--- config.mk ---
export PLATFORM = sky130hd
export DESIGN_NAME = double_step_line_rasterizer
export DESIGN_NICKNAME = d
export VERILOG_FILES = /design/src/rtl/core/dslr_pkg.sv /design/src/rtl/core/dslr_front.sv /design/src/rtl/core/dslr_queue.sv /design/src/rtl/core/dslr_back.sv /design/src/rtl/core/double_step_line_rasterizer.sv
export SDC_FILE = /design/constraint.sdc
export NUM_CORES = 1
export LEC_CHECK = 0
export BUFFER_PORTS_ARGS = -buffer_cell sky130_fd_sc_hd__buf_2
export CAP_MARGIN = 10
export CORE_MARGIN = 2
export CORE_UTILIZATION = 44
export CTS_CLUSTER_SIZE = 16
export DETAILED_ROUTE_END_ITERATION = 10
export SLEW_MARGIN = 20
export SYNTH_ARGS = -nofsm -noshare
export SYNTH_HDL_FRONTEND = slang
export SYNTH_SLANG_ARGS = --single-unit
--- constraint.sdc ---
create_clock -name clk -period 8.7 [get_ports clk]
set_input_delay 1.305 -clock clk [delete_from_list [all_inputs] [get_ports clk]]
set_output_delay 1.305 -clock clk [all_outputs]
set_load 0.01 [all_outputs]
--- src/rtl/core/dslr_pkg.sv ---
// Shared types and constants for the double-step line rasterizer.
// No dependencies; imported by every module of the block.
package dslr_pkg;

  localparam int COORD_BITS_DEFAULT = 12;
  localparam int QUEUE_DEPTH        = 4;

  // Command codes
  localparam logic CMD_START = 1'b0;

  // Line kinds
  localparam logic [1:0] KIND_AXIS    = 2'd0;  // horizontal, vertical or single point
  localparam logic [1:0] KIND_SHALLOW = 2'd1;  // slope below one half
  localparam logic [1:0] KIND_HALF    = 2'd2;  // slope of one half or more

  // Per-item control carried from front to back
  typedef struct packed {
    logic       is_start;
    logic [1:0] kind;
    logic       swapped;
    logic       minor_neg;
  } dslr_ctrl_t;

endpackage

--- src/rtl/core/dslr_front.sv ---
// Front end: takes input items, registers deltas, and works out the line setup.
// Depends on dslr_pkg.
module dslr_front import dslr_pkg::*; #(
  parameter int COORD_BITS = COORD_BITS_DEFAULT
) (
  input  logic                                clk,
  input  logic                                rst,
  input  logic                                item_valid,
  output logic                                item_ready,
  input  logic                                command,
  input  logic [COORD_BITS-1:0]               x_start,
  input  logic [COORD_BITS-1:0]               y_start,
  input  logic [COORD_BITS-1:0]               x_end,
  input  logic [COORD_BITS-1:0]               y_end,
  output logic                                q_valid,
  input  logic                                q_ready,
  output dslr_ctrl_t                          ctrl,
  output logic [COORD_BITS-1:0]               fwd_major,
  output logic [COORD_BITS-1:0]               fwd_minor,
  output logic [COORD_BITS-1:0]               bwd_major,
  output logic [COORD_BITS-1:0]               bwd_minor,
  output logic signed [COORD_BITS+3:0]        decision,
  output logic signed [COORD_BITS+3:0]        threshold,
  output logic signed [COORD_BITS+3:0]        inc_two,
  output logic [COORD_BITS-3:0]               steps,
  output logic [1:0]                          leftover
);

  localparam int DEC_W = COORD_BITS + 4;

  typedef struct packed {
    logic [1:0]              kind;
    logic signed [DEC_W-1:0] dec;
    logic signed [DEC_W-1:0] thr;
    logic signed [DEC_W-1:0] inc2;
  } setup_t;

  // Decision terms for a major length l and minor length s
  function automatic setup_t line_setup(input logic [COORD_BITS-1:0] l,
                                        input logic [COORD_BITS-1:0] s);
    logic signed [DEC_W-1:0] ls;
    logic signed [DEC_W-1:0] ss;
    setup_t                  r;
    ls     = signed'({4'b0000, l});
    ss     = signed'({4'b0000, s});
    r.inc2 = (ss <<< 2) - (ls <<< 1);
    if (r.inc2 < 0) begin
      r.kind = KIND_SHALLOW;
      r.thr  = ss <<< 1;
      r.dec  = (ss <<< 2) - ls;
    end else begin
      r.kind = KIND_HALF;
      r.thr  = (ss - ls) <<< 1;
      r.dec  = (ss <<< 2) - ls - (ls <<< 1);
    end
    return r;
  endfunction

  // Stage register
  logic                  s1_valid;
  logic                  s1_start;
  logic [COORD_BITS-1:0] s1_xs, s1_ys, s1_xe, s1_ye;
  logic [COORD_BITS-1:0] s1_adx, s1_ady;
  logic                  s1_xneg, s1_yneg, s1_xeq, s1_yeq;

  logic [COORD_BITS:0]   dx_diff, dy_diff, dx_mag, dy_mag;
  logic                  take;

  assign dx_diff = {1'b0, x_end} - {1'b0, x_start};
  assign dy_diff = {1'b0, y_end} - {1'b0, y_start};
  assign dx_mag  = dx_diff[COORD_BITS] ? (~dx_diff + (COORD_BITS+1)'(1)) : dx_diff;
  assign dy_mag  = dy_diff[COORD_BITS] ? (~dy_diff + (COORD_BITS+1)'(1)) : dy_diff;

  assign item_ready = !s1_valid || q_ready;
  assign take       = item_valid && item_ready;
  assign q_valid    = s1_valid;

  always_ff @(posedge clk) begin
    if (rst) begin
      s1_valid <= 1'b0;
    end else begin
      if (take) begin
        s1_valid <= 1'b1;
        s1_start <= (command == CMD_START);
        s1_xs    <= x_start;
        s1_ys    <= y_start;
        s1_xe    <= x_end;
        s1_ye    <= y_end;
        s1_adx   <= dx_mag[COORD_BITS-1:0];
        s1_ady   <= dy_mag[COORD_BITS-1:0];
        s1_xneg  <= dx_diff[COORD_BITS];
        s1_yneg  <= dy_diff[COORD_BITS];
        s1_xeq   <= (x_start == x_end);
        s1_yeq   <= (y_start == y_end);
      end else if (q_ready) begin
        s1_valid <= 1'b0;
      end
    end
  end

  // Setup from the stage register
  logic                  swap, major_neg;
  logic [COORD_BITS-1:0] a1, a2, b1, b2, len_major, len_less;
  setup_t                set_x, set_y, set_sel;

  assign set_x = line_setup(s1_adx, s1_ady);
  assign set_y = line_setup(s1_ady, s1_adx);

  always_comb begin
    ctrl.is_start = s1_start;
    if (s1_xeq || s1_yeq) begin
      swap           = s1_xeq;
      major_neg      = 1'b0;
      ctrl.kind      = KIND_AXIS;
      ctrl.minor_neg = 1'b0;
    end else begin
      swap           = (s1_ady > s1_adx);
      major_neg      = swap ? s1_yneg : s1_xneg;
      ctrl.kind      = swap ? set_y.kind : set_x.kind;
      ctrl.minor_neg = s1_xneg ^ s1_yneg;
    end
    ctrl.swapped = swap;
    a1        = swap ? s1_ys : s1_xs;
    a2        = swap ? s1_ye : s1_xe;
    b1        = swap ? s1_xs : s1_ys;
    b2        = swap ? s1_xe : s1_ye;
    len_major = swap ? s1_ady : s1_adx;
    set_sel   = swap ? set_y : set_x;
    len_less  = len_major - COORD_BITS'(1);

    if (s1_xeq || s1_yeq) begin
      // run from the lower coordinate
      fwd_major = (a1 < a2) ? a1 : a2;
      bwd_major = (a1 < a2) ? a2 : a1;
      fwd_minor = b1;
      bwd_minor = '0;
      decision  = '0;
      threshold = '0;
      inc_two   = '0;
      steps     = '0;
      leftover  = 2'd0;
    end else begin
      fwd_major = major_neg ? a2 : a1;
      fwd_minor = major_neg ? b2 : b1;
      bwd_major = major_neg ? a1 : a2;
      bwd_minor = major_neg ? b1 : b2;
      decision  = set_sel.dec;
      threshold = set_sel.thr;
      inc_two   = set_sel.inc2;
      steps     = len_less[COORD_BITS-1:2];
      leftover  = len_less[1:0];
    end
  end

endmodule

--- src/rtl/core/dslr_queue.sv ---
// Small register queue between the front and back ends.
// Depends on dslr_pkg for the default depth.
module dslr_queue import dslr_pkg::*; #(
  parameter int WIDTH = 8,
  parameter int DEPTH = QUEUE_DEPTH  // power of two, 2 to 16
) (
  input  logic             clk,
  input  logic             rst,
  input  logic             wr_valid,
  output logic             wr_ready,
  input  logic [WIDTH-1:0] wr_data,
  output logic             rd_valid,
  input  logic             rd_ready,
  output logic [WIDTH-1:0] rd_data
);

  localparam int PTR_W = $clog2(DEPTH);
  localparam int CNT_W = $clog2(DEPTH + 1);

  logic [WIDTH-1:0] slots [DEPTH];
  logic [PTR_W-1:0] wr_ptr, rd_ptr;
  logic [CNT_W-1:0] count;
  logic             push, pop;

  assign wr_ready = (count != CNT_W'(DEPTH));
  assign rd_valid = (count != '0);
  assign rd_data  = slots[rd_ptr];
  assign push     = wr_valid && wr_ready;
  assign pop      = rd_valid && rd_ready;

  always_ff @(posedge clk) begin
    if (rst) begin
      wr_ptr <= '0;
      rd_ptr <= '0;
      count  <= '0;
    end else begin
      if (push) begin
        slots[wr_ptr] <= wr_data;
        wr_ptr        <= wr_ptr + PTR_W'(1);
      end
      if (pop) begin
        rd_ptr <= rd_ptr + PTR_W'(1);
      end
      case ({push, pop})
        2'b10:   count <= count + CNT_W'(1);
        2'b01:   count <= count - CNT_W'(1);
        default: count <= count;
      endcase
    end
  end

endmodule

--- src/rtl/core/dslr_back.sv ---
// Back end: holds the line state, emits one pixel per cycle into the output register unless it is stalled.
// Depends on dslr_pkg.
module dslr_back import dslr_pkg::*; #(
  parameter int COORD_BITS = COORD_BITS_DEFAULT
) (
  input  logic                         clk,
  input  logic                         rst,
  input  logic                         q_valid,
  output logic                         q_ready,
  input  dslr_ctrl_t                   ctrl,
  input  logic [COORD_BITS-1:0]        in_fwd_major,
  input  logic [COORD_BITS-1:0]        in_fwd_minor,
  input  logic [COORD_BITS-1:0]        in_bwd_major,
  input  logic [COORD_BITS-1:0]        in_bwd_minor,
  input  logic signed [COORD_BITS+3:0] in_decision,
  input  logic signed [COORD_BITS+3:0] in_threshold,
  input  logic signed [COORD_BITS+3:0] in_inc_two,
  input  logic [COORD_BITS-3:0]        in_steps,
  input  logic [1:0]                   in_leftover,
  output logic                         pixel_valid,
  input  logic                         pixel_ready,
  output logic [COORD_BITS-1:0]        pixel_x,
  output logic [COORD_BITS-1:0]        pixel_y,
  output logic                         last_in_item,
  output logic                         line_done
);

  localparam int DEC_W  = COORD_BITS + 4;
  localparam int STEP_W = COORD_BITS - 2;
  localparam logic [COORD_BITS-1:0] COORD_ONE = COORD_BITS'(1);
  localparam logic [COORD_BITS-1:0] COORD_TWO = COORD_BITS'(2);

  localparam logic [1:0] MODE_NONE = 2'd0;
  localparam logic [1:0] MODE_RUN  = 2'd1;
  localparam logic [1:0] MODE_ENDS = 2'd2;
  localparam logic [1:0] MODE_PAT  = 2'd3;

  localparam logic [2:0] PAT_1 = 3'd1;
  localparam logic [2:0] PAT_2 = 3'd2;
  localparam logic [2:0] PAT_3 = 3'd3;
  localparam logic [2:0] PAT_4 = 3'd4;

  function automatic logic [COORD_BITS-1:0] move_minor(input logic [COORD_BITS-1:0] v,
                                                       input logic [1:0]            d,
                                                       input logic                  neg);
    logic [COORD_BITS-1:0] dd;
    dd = {{(COORD_BITS-2){1'b0}}, d};
    return neg ? (v - dd) : (v + dd);
  endfunction

  // Line state
  logic                  line_active, swapped, minor_neg;
  logic [1:0]            line_kind;
  logic [COORD_BITS-1:0] fm, fn, bm, bn;
  logic signed [DEC_W-1:0] dec, thr, inc2;
  logic [STEP_W-1:0]     steps;
  logic [1:0]            leftover;

  // Current item
  logic       cur_valid, cur_start;
  logic [1:0] k;

  logic [1:0]            mode;
  logic [2:0]            pat;
  logic [1:0]            d1, d2, d3, dsel;
  logic                  full, last, done, emit_ok, emit, finish, pop;
  logic [1:0]            last_k;
  logic [COORD_BITS-1:0] mstep, maj, mn, fn_adv, bn_adv;
  logic signed [DEC_W-1:0] dec_adv;

  always_comb begin
    if (!line_active)                 mode = MODE_NONE;
    else if (line_kind == KIND_AXIS)  mode = MODE_RUN;
    else if (cur_start)               mode = MODE_ENDS;
    else                              mode = MODE_PAT;

    if (line_kind == KIND_SHALLOW && dec < 0)      pat = PAT_1;
    else if (line_kind != KIND_SHALLOW && dec > 0) pat = PAT_4;
    else if (dec < thr)                            pat = PAT_2;
    else                                           pat = PAT_3;

    case (pat)
      PAT_2:   begin d1 = 2'd0; d2 = 2'd1; end
      PAT_3:   begin d1 = 2'd1; d2 = 2'd1; end
      PAT_4:   begin d1 = 2'd1; d2 = 2'd2; end
      default: begin d1 = 2'd0; d2 = 2'd0; end
    endcase

    // in a half-slope line with pattern 3, the third leftover pixel only steps on a strict excess over the threshold
    d3 = (line_kind == KIND_HALF && pat == PAT_3 && !(dec > thr)) ? 2'd0 : d1;

    full  = (steps != '0);
    mstep = {{(COORD_BITS-2){1'b0}}, k[0], ~k[0]};
    dsel  = k[0] ? d2 : ((k[1] && !full) ? d3 : d1);

    fn_adv  = move_minor(fn, d2, minor_neg);
    bn_adv  = move_minor(bn, d2, !minor_neg);
    dec_adv = dec + (((pat == PAT_1) || (pat == PAT_4)) ? (thr <<< 1) : inc2);

    last_k = (leftover == 2'd0) ? 2'd0 : (leftover - 2'd1);

    case (mode)
      MODE_RUN: begin
        maj  = fm;
        mn   = fn;
        done = (fm == bm);
        last = done || (k == 2'd3);
      end
      MODE_ENDS: begin
        maj  = k[0] ? bm : fm;
        mn   = k[0] ? bn : fn;
        last = k[0];
        done = k[0] && !full && (leftover == 2'd0);
      end
      MODE_PAT: begin
        maj = k[1] ? (bm - mstep) : (fm + mstep);
        mn  = move_minor(k[1] ? bn : fn, dsel, minor_neg ^ k[1]);
        if (full) begin
          last = (k == 2'd3);
          done = last && (steps == STEP_W'(1)) && (leftover == 2'd0);
        end else begin
          last = (k == last_k);
          done = last;
        end
      end
      default: begin
        maj  = fm;
        mn   = fn;
        last = 1'b1;
        done = 1'b0;
      end
    endcase
  end

  assign emit_ok = !pixel_valid || pixel_ready;
  assign emit    = cur_valid && (mode != MODE_NONE) && emit_ok;
  assign finish  = cur_valid && ((mode == MODE_NONE) || (emit && last));
  assign q_ready = !cur_valid || finish;
  assign pop     = q_valid && q_ready;

  always_ff @(posedge clk) begin
    if (rst) begin
      pixel_valid <= 1'b0;
      cur_valid   <= 1'b0;
      k           <= 2'd0;
      line_active <= 1'b0;
      line_kind   <= KIND_AXIS;
      steps       <= '0;
      leftover    <= 2'd0;
    end else begin
      if (emit) begin
        pixel_valid  <= 1'b1;
        pixel_x      <= swapped ? mn : maj;
        pixel_y      <= swapped ? maj : mn;
        last_in_item <= last;
        line_done    <= done;
        k            <= last ? 2'd0 : (k + 2'd1);
        case (mode)
          MODE_RUN: begin
            if (done) line_active <= 1'b0;
            else      fm          <= fm + COORD_ONE;
          end
          MODE_ENDS: begin
            if (done) line_active <= 1'b0;
          end
          MODE_PAT: begin
            if (last) begin
              if (full) begin
                fm    <= fm + COORD_TWO;
                fn    <= fn_adv;
                bm    <= bm - COORD_TWO;
                bn    <= bn_adv;
                dec   <= dec_adv;
                steps <= steps - STEP_W'(1);
              end
              if (done) line_active <= 1'b0;
            end
          end
          default: ;
        endcase
      end else if (pixel_ready) begin
        pixel_valid <= 1'b0;
      end

      if (finish) begin
        cur_valid <= 1'b0;
        k         <= 2'd0;
      end

      if (pop) begin
        cur_valid <= 1'b1;
        cur_start <= ctrl.is_start;
        k         <= 2'd0;
        if (ctrl.is_start) begin
          // a new line overrides whatever the finishing item left
          line_active <= 1'b1;
          line_kind   <= ctrl.kind;
          swapped     <= ctrl.swapped;
          minor_neg   <= ctrl.minor_neg;
          fm          <= in_fwd_major;
          fn          <= in_fwd_minor;
          bm          <= in_bwd_major;
          bn          <= in_bwd_minor;
          dec         <= in_decision;
          thr         <= in_threshold;
          inc2        <= in_inc_two;
          steps       <= in_steps;
          leftover    <= in_leftover;
        end
      end
    end
  end

  a_done_is_last: assert property (@(posedge clk) disable iff (rst)
    pixel_valid && line_done |-> last_in_item)
    else $error("line_done without last_in_item");

  a_start_activates: assert property (@(posedge clk) disable iff (rst)
    pop && ctrl.is_start |=> line_active)
    else $error("start item did not open a line");

  a_run_order: assert property (@(posedge clk) disable iff (rst)
    line_active && line_kind == KIND_AXIS |-> fm <= bm)
    else $error("axis run passed its end");

  a_steps_need_line: assert property (@(posedge clk) disable iff (rst)
    steps != '0 |-> line_active)
    else $error("patterns pending with no active line");

endmodule

--- src/rtl/core/double_step_line_rasterizer.sv ---
// Symmetric double-step line rasterizer, top level.
// Depends on dslr_pkg, dslr_front, dslr_queue and dslr_back.
//
// Input channel (item_valid/item_ready): command 0 starts a line from
// (x_start, y_start) to (x_end, y_end); command 1 asks for the next group of
// pixels of the active line. Output channel (pixel_valid/pixel_ready): one
// pixel per transfer, with last_in_item on the final pixel an item causes and
// line_done on the final pixel of the line.
// The first pixel of an item passes the front-end stage register, a queue slot
// and the sequencer's current-item register before reaching the output register.
// Throughput: one pixel per cycle while the receiver accepts pixels; an item
// causes 1 to 4 pixels, and a continue with no active line causes none. The
// figure is set by the single output register of the pixel sequencer.
// Items are taken while earlier ones are still being drawn: a one-stage front
// end and a queue of Q_DEPTH entries (four by default) sit ahead of the sequencer.
// Reset (rst, synchronous) empties the pipeline and queue and drops any line.
// When the receiver stalls, the pixel held in the output register stays put,
// the sequencer waits, and the queue and front end fill before item_ready
// falls.
module double_step_line_rasterizer import dslr_pkg::*; #(
  parameter int COORD_BITS = COORD_BITS_DEFAULT,  // 8 to 16
  parameter int Q_DEPTH    = QUEUE_DEPTH
) (
  input  logic                  clk,
  input  logic                  rst,
  input  logic                  item_valid,
  output logic                  item_ready,
  input  logic                  command,
  input  logic [COORD_BITS-1:0] x_start,
  input  logic [COORD_BITS-1:0] y_start,
  input  logic [COORD_BITS-1:0] x_end,
  input  logic [COORD_BITS-1:0] y_end,
  output logic                  pixel_valid,
  input  logic                  pixel_ready,
  output logic [COORD_BITS-1:0] pixel_x,
  output logic [COORD_BITS-1:0] pixel_y,
  output logic                  last_in_item,
  output logic                  line_done
);

  localparam int DEC_W   = COORD_BITS + 4;
  localparam int STEP_W  = COORD_BITS - 2;
  localparam int ENTRY_W = $bits(dslr_ctrl_t) + 4 * COORD_BITS + 3 * DEC_W + STEP_W + 2;

  // Front end to queue
  logic                    f_valid, f_ready;
  dslr_ctrl_t              f_ctrl;
  logic [COORD_BITS-1:0]   f_fm, f_fn, f_bm, f_bn;
  logic signed [DEC_W-1:0] f_dec, f_thr, f_inc2;
  logic [STEP_W-1:0]       f_steps;
  logic [1:0]              f_left;

  // Queue to back end
  logic                    b_valid, b_ready;
  dslr_ctrl_t              b_ctrl;
  logic [COORD_BITS-1:0]   b_fm, b_fn, b_bm, b_bn;
  logic signed [DEC_W-1:0] b_dec, b_thr, b_inc2;
  logic [STEP_W-1:0]       b_steps;
  logic [1:0]              b_left;

  logic [ENTRY_W-1:0]      wr_entry, rd_entry;

  dslr_front #(.COORD_BITS(COORD_BITS)) u_front (
    .clk        (clk),
    .rst        (rst),
    .item_valid (item_valid),
    .item_ready (item_ready),
    .command    (command),
    .x_start    (x_start),
    .y_start    (y_start),
    .x_end      (x_end),
    .y_end      (y_end),
    .q_valid    (f_valid),
    .q_ready    (f_ready),
    .ctrl       (f_ctrl),
    .fwd_major  (f_fm),
    .fwd_minor  (f_fn),
    .bwd_major  (f_bm),
    .bwd_minor  (f_bn),
    .decision   (f_dec),
    .threshold  (f_thr),
    .inc_two    (f_inc2),
    .steps      (f_steps),
    .leftover   (f_left)
  );

  assign wr_entry = {f_ctrl, f_fm, f_fn, f_bm, f_bn, f_dec, f_thr, f_inc2, f_steps, f_left};

  dslr_queue #(.WIDTH(ENTRY_W), .DEPTH(Q_DEPTH)) u_queue (
    .clk      (clk),
    .rst      (rst),
    .wr_valid (f_valid),
    .wr_ready (f_ready),
    .wr_data  (wr_entry),
    .rd_valid (b_valid),
    .rd_ready (b_ready),
    .rd_data  (rd_entry)
  );

  assign {b_ctrl, b_fm, b_fn, b_bm, b_bn, b_dec, b_thr, b_inc2, b_steps, b_left} = rd_entry;

  dslr_back #(.COORD_BITS(COORD_BITS)) u_back (
    .clk          (clk),
    .rst          (rst),
    .q_valid      (b_valid),
    .q_ready      (b_ready),
    .ctrl         (b_ctrl),
    .in_fwd_major (b_fm),
    .in_fwd_minor (b_fn),
    .in_bwd_major (b_bm),
    .in_bwd_minor (b_bn),
    .in_decision  (b_dec),
    .in_threshold (b_thr),
    .in_inc_two   (b_inc2),
    .in_steps     (b_steps),
    .in_leftover  (b_left),
    .pixel_valid  (pixel_valid),
    .pixel_ready  (pixel_ready),
    .pixel_x      (pixel_x),
    .pixel_y      (pixel_y),
    .last_in_item (last_in_item),
    .line_done    (line_done)
  );

endmodule
# Word level (Yosys, flattened, before mapping)
# Memory sizes are Yosys's and may differ from the RTL's. A register that Yosys moved wholly into a read port is not among the register bits.
# Index checks and enable logic that the tools add are counted.
# W data, S select, Z words.
# totals
ff_bits	229
mem_bits_rw	452
n_memories	1
in_bits	53
# classes
n_addsub	32
order_cmp	8
mux	115
n_reduce_logical	47
n_eq_ne	19
bitwise_logic	7
# mem_list
name	depth	word_bits	rd	rd_clocked_by_memory_dff	write_ports	line_no	source
u_queue.slots	4	113	1	1	1	dslr_queue.sv:20	logic [WIDTH-1:0] slots [DEPTH];
# ops
op	count
$mux W12	50
$mux W16	10
$pmux W12 S2	3
$mux W10	7
$mux W34	2
$sub A12 B12 Y13	4
$add A12 B2 Y12	4
$mux W48	1
$sub A12 B2 Y12	4
$add A12 B1 Y12 const B	3
$eq A12 B12 Y1	3
$sub A16 B14 Y16	2
$lt A15 B1 Y1 const B	2
$sub A14 B12 Y15	2
$sub A14 B13 Y15	2
$mux W1	24
$not A12 Y12	2
$mux W2	11
$add A16 B16 Y16	1
$gt A16 B1 Y1 const B	1
$gt A16 B16 Y1	1
$logic_and A1 B1 Y1	16
$lt A16 B1 Y1 const B	1
$lt A16 B16 Y1	1
other kinds (36)	71

# Longest topological paths before layout
# Gate-level depths: netlist of run 1.
# depth
word_depth	15
ltp_mapped	25
depth_no_buf	25

# Cells and area by module
# A second synthesis of run 1 with hierarchy kept.
# hier_totals
cells_unflattened	3290
area_unflattened_um2	39761.9
# by_module_without_submodules
mod	area_each_um2	instances	seq_area_each_um2	cells_per_inst
dslr_queue	16789.9	1	13753.2	642
dslr_front	11504.8	1	2332.2	1358
dslr_back	11467.2	1	4134.0	1290

# Worst setup path after synthesis of run 1
# No wires, ideal clock.
# synth_timing
path_kind	input -> register
from	input rst
to	register u_front.s1_adx[0] (enable)
setup_slack_ns	3.412
arrival_time_ns	4.844
setup_ns	0.444
stages	3
path_buffers	1
t_required_ns	8.256
cell_sequence	clkbuf_1 inv_1 and3_1
# synth_between
elab_chain_len	2
# synth_lines
item	line_no	source
start: declaration	double_step_line_rasterizer.sv:25	input logic rst,
$not A1 Y1 (no line)	--	
$reduce_and A2 Y1 (no line)	--	
end signal: assignment	dslr_front.sv:89	s1_adx <= dx_mag[COORD_BITS-1:0];
end: declaration	dslr_front.sv:63	logic [COORD_BITS-1:0] s1_adx, s1_ady;
# No other way between the ends.
# A chain may end at the register's enable or synchronous reset.

# Worst setup path after layout of run 1
# layout_timing
from	register u_front.s1_ady[7]
to	memory u_queue.slots[0][75] in the netlist's numbering, data pin
# layout_between
elab_chain_len	6
word_cells_on_any_way	10
classes_between	order compare: 2; mux: 8
# layout_lines
item	line_no	source
start: declaration	dslr_front.sv:63	
start signal: assignment	dslr_front.sv:90	s1_ady <= dy_mag[COORD_BITS-1:0];
$gt A12 B12 Y1 *	dslr_front.sv:117	swap = (s1_ady > s1_adx);
$mux W1	dslr_front.sv:111	if (s1_xeq || s1_yeq) begin
$mux W12 (on tied branches)	dslr_front.sv:123, dslr_front.sv:124	
$lt A12 B12 Y1	dslr_front.sv:134	bwd_major = (a1 < a2) ? a2 : a1;
$mux W12	dslr_front.sv:134	
$mux W12 *	dslr_front.sv:131	if (s1_xeq || s1_yeq) begin
via f_bm[3]	double_step_line_rasterizer.sv:48	logic [COORD_BITS-1:0] f_fm, f_fn, f_bm, f_bn;
end: declaration	dslr_queue.sv:20	
# The timed path passes the listed nets; every way through them passes the cells marked *.

==> flow_summary.yaml, run 1 <==
run_status:
  run_status: "complete, no violations"
cts:
  cts_sinks: 654
  cts_tree: "built"
  htree_num_levels: 3
  cts_buffers: 73
  clock_latency_ns: 0.64
  hold_buffers: 0
  cts.repair.resized: 0
  post-cts-setup-buffers: 0
  path_clk_slew_ns: 0.06
  clockBufferDepth: 3
  clockRootBuffer: "clkbuf_16"
setup_path:
  critPathArrivalTime_ns: 6.89
  cp-start-kind: "register"
  cp_max_fo: 25
  cp.required_ns: 9.11
  end_kind: "register"
  criticalPathCategory: "register to register"
floorplan:
  die_x_um: 298
  initial_utilization_pct: 44.5
  floorplan.die.height_um: 298
  ios: 81
  num_rows: 107
  core_region_area_mm2: 0.0853
  die-area_mm2: 0.0885
power:
  vdd_drop_max_v: 0.000145
  p_leak_uw: 0.0152
  p_per_area_mw_per_mm2: 308
synthesis:
  synth_area_mm2: 0.0379
  synth_ff_type: "edfxtp_1"
  yosysSeqAreaShare_pct: 51.0
  synth_edf_count: 625
  synth-seq-cells: 654
  syn_nets: 3561
  avgSynthCellArea_um2: 11.6
  syn_inst: 3280
  async_flop_share_pct: 0
  yosysWarnings: 0
  synthDistinctLibCells: 83
worst_hold_path:
  hold_path_class: "register to register"
final_layout:
  drive_above_1_share_pct: 11.9
  area_growth_syn_to_layout_pct: 10.8
  layout_commonest_cell: "edfxtp_1"
  fin_cells: 4509
  final_cell_mix: "625 x edfxtp_1, 297 x nand2_1, 280 x nor2_1"
  final_nets: 3586
  num_antenna_cells: 0
  fillers: 7628
  fin_util_pct: 49.3
drt:
  drc: 0
  drt-total-wl_um: 102000
  vias_per_cell: 5.84
  first_pass_iters: 8
  drtAntennaViolNets: 0
  vias: 26338
  drt-initial-drc-count: 2641
  wire_per_inst_um: 22.5
flow_run:
  maxCapViolCount: 0
grt:
  antenna_found_initial: 2
  grt_pass1_wl_um: 156000
  grt-ovfl-total: 0
  grt_usage_pct: 22.7
  grt_pass1_vias: 25253
  grt_start_max_net_pins: 145
timing:
  fin_crit_sh_pct: 74.5
  setup_viol: 0
  slew_headroom_pct: 25.0
  period_minus_slack_ns: 6.48
  hold_viol_final: 0
  maxSlewViolCount: 0
  rsz0062_at_grt: "no"
  max_freq_mhz: 154
  tightestPinTransition_ns: 1.12
  setup_ws_ns: 2.22
  final.setup_skew_ns: 0.0283
  setup-tns-final_ns: 0
placed_design:
  dp_hpwl_um: 71200
  pre_cts_slack_ns: 2.35
  dp_cells: 4374
  portBuffers: 80
  gp_congestion: 0.944
report_power, final:
| group | switching (uW) | leakage (uW) | internal (uW) |
|---|---|---|---|
| Sequential | 437 | 0.00601 | 3980 |
| Clock | 1370 | 0.00125 | 1930 |
| Combinational | 3010 | 0.00792 | 2190 |
| Total | 4820 | 0.0152 | 8110 |
per-layer routing:
metal	track usage (%)	up-vias	wire, um
met5	0	-	0
met4	6.17	0	2600
met3	3.36	147	6290
met2	33.8	812	44100
met1	34.4	12987	48700
li1	-	12392	-
path summary, 6_finish.rpt:
kind / from / to / slack (ns) / depth (start not counted)
hold / removal: u_queue.rd_ptr[1] / register / 0.52 / 2
setup reg to reg: u_front.s1_ady[7] / u_queue.slots[0][75] / 2.22 / 20
setup / recovery: u_front.s1_ady[7] / u_queue.slots[0][75] / 2.22 / 20
hold reg to reg: u_queue.rd_ptr[1] / register / 0.52 / 2
logic make-up (layout without fill, tap and decap cells):
family / count (synthesis) / count (layout) / synth area share, %
simple gates: 941 / 941 / 11.5
compound gates: 717 / 717 / 12.2
flops: 654 / 654 / 51.0
buf+inv: 310 / 395 / 3.28
fa+ha+maj: 228 / 228 / 7.82
xor+xnor: 219 / 219 / 5.06
mux: 211 / 211 / 9.17
synth_stat cells (all sizes together), types with 6 or more instances:
library cell	number	share of area, %
edfxtp	625	49
nand2	297	2.9
nor2	284	2.8
a21oi	228	3.0
ha	213	7.0
xnor2	156	3.6
o21ai	152	2.0
inv	141	1.4
clkbuf	118	1.2
mux4	107	6.4
mux2i	84	2.2
nor3	78	1.0
xor2	63	1.5
nand3	61	0.81
a21o	48	0.95
a211oi	47	1.0
buf	47	0.67
a31oi	43	0.71
nor2b	43	0.71
nand2b	31	0.51
and3	29	0.48
dfxtp	29	1.5
or3	27	0.45
o21a	24	0.48
nand4	23	0.38
mux2	20	0.59
o211ai	20	0.40
o221ai	17	0.39
fa	15	0.79
nor4	15	0.25
a222oi	13	0.34
o2bb2ai	13	0.30
and2	12	0.20
o31ai	12	0.24
or4	11	0.23
o21bai	9	0.18
o31a	8	0.18
a311o	7	0.18
and4	7	0.16
o311a	7	0.18
a221oi	6	0.14
o41ai	6	0.14
or2	6	0.099
state kept, by name, indices dropped and copies added (netlist names), 3 cells and up, named ones only:
signal          cells
u_back.bm          12
u_back.bn          12
u_back.dec         16
u_back.fm          12
u_back.fn          12
u_back.inc2        14
u_back.pixel_x     12
u_back.pixel_y     12
u_back.steps       10
u_back.thr         13
u_front.s1_adx     12
u_front.s1_ady     12
u_front.s1_xe      12
u_front.s1_xs      12
u_front.s1_ye      12
u_front.s1_ys      12
u_queue.count       3
u_queue.slots     428
stage by stage:
| step | power (uW) | area, um^2 | hold WS, ns |
|---|---|---|---|
| 4_1_cts | 13000 | 42000 | 0.532 |
| 3_3_place_gp | 9630 | 39400 | 0.513 |
| 5_1_grt | 13700 | 42000 | 0.560 |
| 6_report | 12900 | 42000 | 0.525 |
| 2_1_floorplan | 8280 | 37900 | 0.459 |
| 3_5_place_dp | 9630 | 39400 | 0.508 |
worst max-delay path, stage by stage, from the launching register on:
cell,delay (ns)
edfxtp_1,0.54
inv_1,0.20
ha_1,0.56
and4_1,0.31
nand3_1,0.15
nor4_1,0.56
a211oi_2,0.21
nor2_4,0.14
clkinv_2,0.41
mux2i_1,0.47
inv_1,0.10
ha_1,0.32
a21o_1,0.16
a21o_1,0.17
a211oi_1,0.30
o21ai_0,0.14
a221oi_1,0.27
o211ai_1,0.17
o21ai_2,0.65
nor2_1,0.09
a21oi_1,0.33
final cells by class:
| cell class | instances | area [um^2] | share of cell area, % |
|---|---|---|---|
| multi-input cells | 2316 | 17400 | 41.4 |
| well taps | 1144 | 1430 | 3.41 |
| flip-flops and latches | 654 | 19400 | 46.1 |
| repair buffers | 115 | 688 | 1.64 |
| inverters | 145 | 546 | 1.30 |
| clock inverters | 50 | 699 | 1.66 |
| clock buffers | 85 | 1900 | 4.53 |
Note: power is estimated with default switching activity, not from simulation.
==> run 2: changes to the inputs <==
--- a/config.mk
+++ b/config.mk
@@ -5,6 +5,7 @@
 export SDC_FILE = /design/constraint.sdc
 export NUM_CORES = 1
 export LEC_CHECK = 0
+export ABC_AREA = 1
 export BUFFER_PORTS_ARGS = -buffer_cell sky130_fd_sc_hd__buf_2
 export CAP_MARGIN = 10
 export CORE_MARGIN = 2
==> constraint.sdc (replaced) <==
create_clock -name clk -period 5.4 [get_ports clk]
set_input_delay 0.81 -clock clk [delete_from_list [all_inputs] [get_ports clk]]
set_output_delay 0.81 -clock clk [all_outputs]
set_load 0.01 [all_outputs]
==> flow_summary.yaml, run 2 <==
final_layout:
  final_cell_area_mm2: 0.0434
  fin_cells: 5615
  area_growth_syn_to_layout_pct: 10.5
  final_cell_mix: "826 x nand2_1, 625 x edfxtp_1, 506 x o21ai_0"
  fin_util_pct: 49.1
  drive_above_1_share_pct: 7.89
  top_register: "u_queue.slots"
  final_nets: 4675
  largestRegisters: "u_queue.slots: 428 flops, u_back.dec: 16 flops, u_back.inc2: 14 flops"
  fillers: 8340
  layout_commonest_cell: "nand2_1"
  largest_reg_flops: 428
  num_antenna_cells: 0
setup_path:
  cp.required_ns: 5.91
  crit_top_cell: "nand2_1"
  path_depth: 30
  crit_path_end: "u_back.pixel_y[8]"
  path_buf_inv: 3
  end_kind: "register"
  cp_slowest_cell: "edfxtp_1"
  critPathTopFamily: "simple AND/OR/NAND/NOR gates"
  cp-start-kind: "register"
  startpoint: "u_back.dec[2]"
  r2r-start: "u_back.dec[2]"
  rr_worst_depth: 30
  rr_endpoint: "u_back.pixel_y[8]"
  criticalPathCategory: "register to register"
  crit_path_max_incr_delay_ns: 0.46
  reg2reg_slack_ns: 0.36
  critPathArrivalTime_ns: 5.55
  cp_max_fo: 10
synthesis:
  synthAdderAreaFrac_pct: 7.55
  syn_nets: 4646
  yosysWarnings: 0
  synth_area_leader_cell: "edfxtp_1"
  yosys.area_share.simple_pct: 16.8
  async_flop_share_pct: 0
  avgSynthCellArea_um2: 9.00
  netlist_top_cells_count: "826 x nand2_1, 625 x edfxtp_1, 507 x o21ai_0, 412 x nor2_1, 389 x inv_1"
  synth_ff_type: "edfxtp_1"
  synth-seq-cells: 654
  synth_top_cell_area_share_pct: 47.8
  synth_area_leaders: "edfxtp_1 48%, nand2_1 7.9%, ha_1 6.8%"
  synth_most_common_cell: "nand2_1"
  muxShareOfSynthArea_pct: 0
  synth_top_family_by_area: "simple AND/OR/NAND/NOR gates"
  syn_inst: 4365
  synthXorXnorAreaFrac_pct: 3.95
  synth_area_mm2: 0.0393
  synth-compound-area-share_pct: 16.0
  synth_edf_count: 625
  yosysSeqAreaShare_pct: 49.3
  synthDistinctLibCells: 63
drt:
  vias_per_cell: 5.57
  drt-initial-drc-count: 3105
  wire_per_inst_um: 19.9
  drc: 0
  drtAntennaViolNets: 0
  met1Wirelength_um: 52500
  wl_met2_um: 48100
  topRoutingLayerUsed: "met5"
  wl_met3_um: 8020
  first_pass_iters: 6
  drt-total-wl_um: 112000
  vias: 31292
placed_design:
  dp_hpwl_um: 78000
  dp_cells: 5485
  detailed_place.area_mm2: 0.0409
  portBuffers: 80
  gp_congestion: 0.983
cts:
  cts_tree: "built"
  cts_sinks: 654
  clockRootBuffer: "clkbuf_16"
  clock_latency_ns: 0.64
  path_clk_slew_ns: 0.06
  clockBufferDepth: 3
  cts_buffers: 72
  htree_num_levels: 3
floorplan:
  initial_utilization_pct: 44.4
  ios: 81
  floorplan.die.height_um: 303
  die_x_um: 303
  die-area_mm2: 0.0917
  num_rows: 109
  core_region_area_mm2: 0.0884
worst_hold_path:
  hold_depth: 1
  hold_path_class: "primary input to register"
grt:
  grt_usage_pct: 24.2
  antenna_found_initial: 3
  grt_pass1_vias: 29030
  grt-ovfl-total: 0
  grt_start_max_net_pins: 209
  grt_pass1_wl_um: 171000
timing:
  fin_crit_sh_pct: 93.3
  maxSlewViolCount: 0
  setup_viol: 0
  tightestPinTransition_ns: 1.02
  setup-tns-final_ns: 0
  slew_headroom_pct: 32.0
  hold_viol_final: 0
  period_minus_slack_ns: 5.04
  rsz0062_at_grt: "no"
  final.setup_skew_ns: 0.0357
  max_freq_mhz: 199
power:
  p_leak_uw: 0.0172
  vdd_drop_max_v: 0.000512
  p_per_area_mw_per_mm2: 524
run_status:
  run_status: "complete, no violations"
flow_run:
  maxCapViolCount: 0
## run 2: cell count changes in the layout (fill, tap and decap cells not counted), moves of 36 or more
cell and change:
nand2_1 +529, o21ai_0 +359, inv_1 +248, nand3_1 +133, nor2_1 +125, o22ai_1 +124, xnor2_1 -109, mux4_2 -107
mux2i_1 -84, xor2_1 +67, nor2b_1 -43, buf_4 +38, a21o_1 -36
## run 2: metrics by stage
step	hold WS, ns	setup WS (ns)	power [uW]
2_1_floorplan	0.440	-0.942	14700
3_3_place_gp	0.447	0.328	17500
3_5_place_dp	0.455	0.311	17600
4_1_cts	0.337	0.318	22700
5_1_grt	0.349	0.0696	24400
6_report	0.373	0.363	22700
## run 2: cell type report
class | instances | area [um^2] | share of cell area, %
multi-input combinational | 3096 | 17500 | 40.3
clock buffer | 90 | 1900 | 4.38
tap | 1165 | 1460 | 3.36
timing repair buffer | 159 | 1100 | 2.54
clock inverter | 40 | 543 | 1.25
sequential | 654 | 19400 | 44.6
inverter | 411 | 1550 | 3.58
## run 2: worst min-delay path by stage
stage,startpoint,slack (ns),endpoint
after CTS,y_start[11],0.34,u_front.s1_ys[11]
final,y_end[11],0.37,u_front.s1_ye[11]
after global placement,u_queue.rd_ptr[1],0.45,register
after global routing,x_start[10],0.35,u_front.s1_xs[10]
after detailed placement,u_queue.rd_ptr[1],0.46,register
after floorplan,u_queue.rd_ptr[1],0.44,register
## run 2: routing by layer
layer | up-vias | global-route usage (%)
met5 | - | 0
li1 | 15316 | -
met3 | 162 | 2.89
met4 | 2 | 6.83
met2 | 1091 | 36.2
met1 | 14721 | 36.8
## run 2: power by group
part / switching [uW] / internal [uW]
combinational: 6980 / 3470
sequential: 707 / 6550
clock: 2080 / 2930
## run 2: kinds of logic (layout without fill, tap and decap cells)
| family | after synthesis | in the layout |
|---|---|---|
| DFF | 654 | 654 |
| adders and majority gates | 228 | 228 |
| and+or+nand+nor | 1579 | 1579 |
| xor gates and xnor gates | 177 | 177 |
| buffers and inverters | 615 | 700 |
| AOI/OAI and AO/OA | 1112 | 1112 |
## run 2: what timing repair did
action,CTS,global route
endpoints found under the setup margin,0,2
hold buffers,0,0
resized for setup,0,2
hold endpoints to repair,0,0
setup buffers,0,0
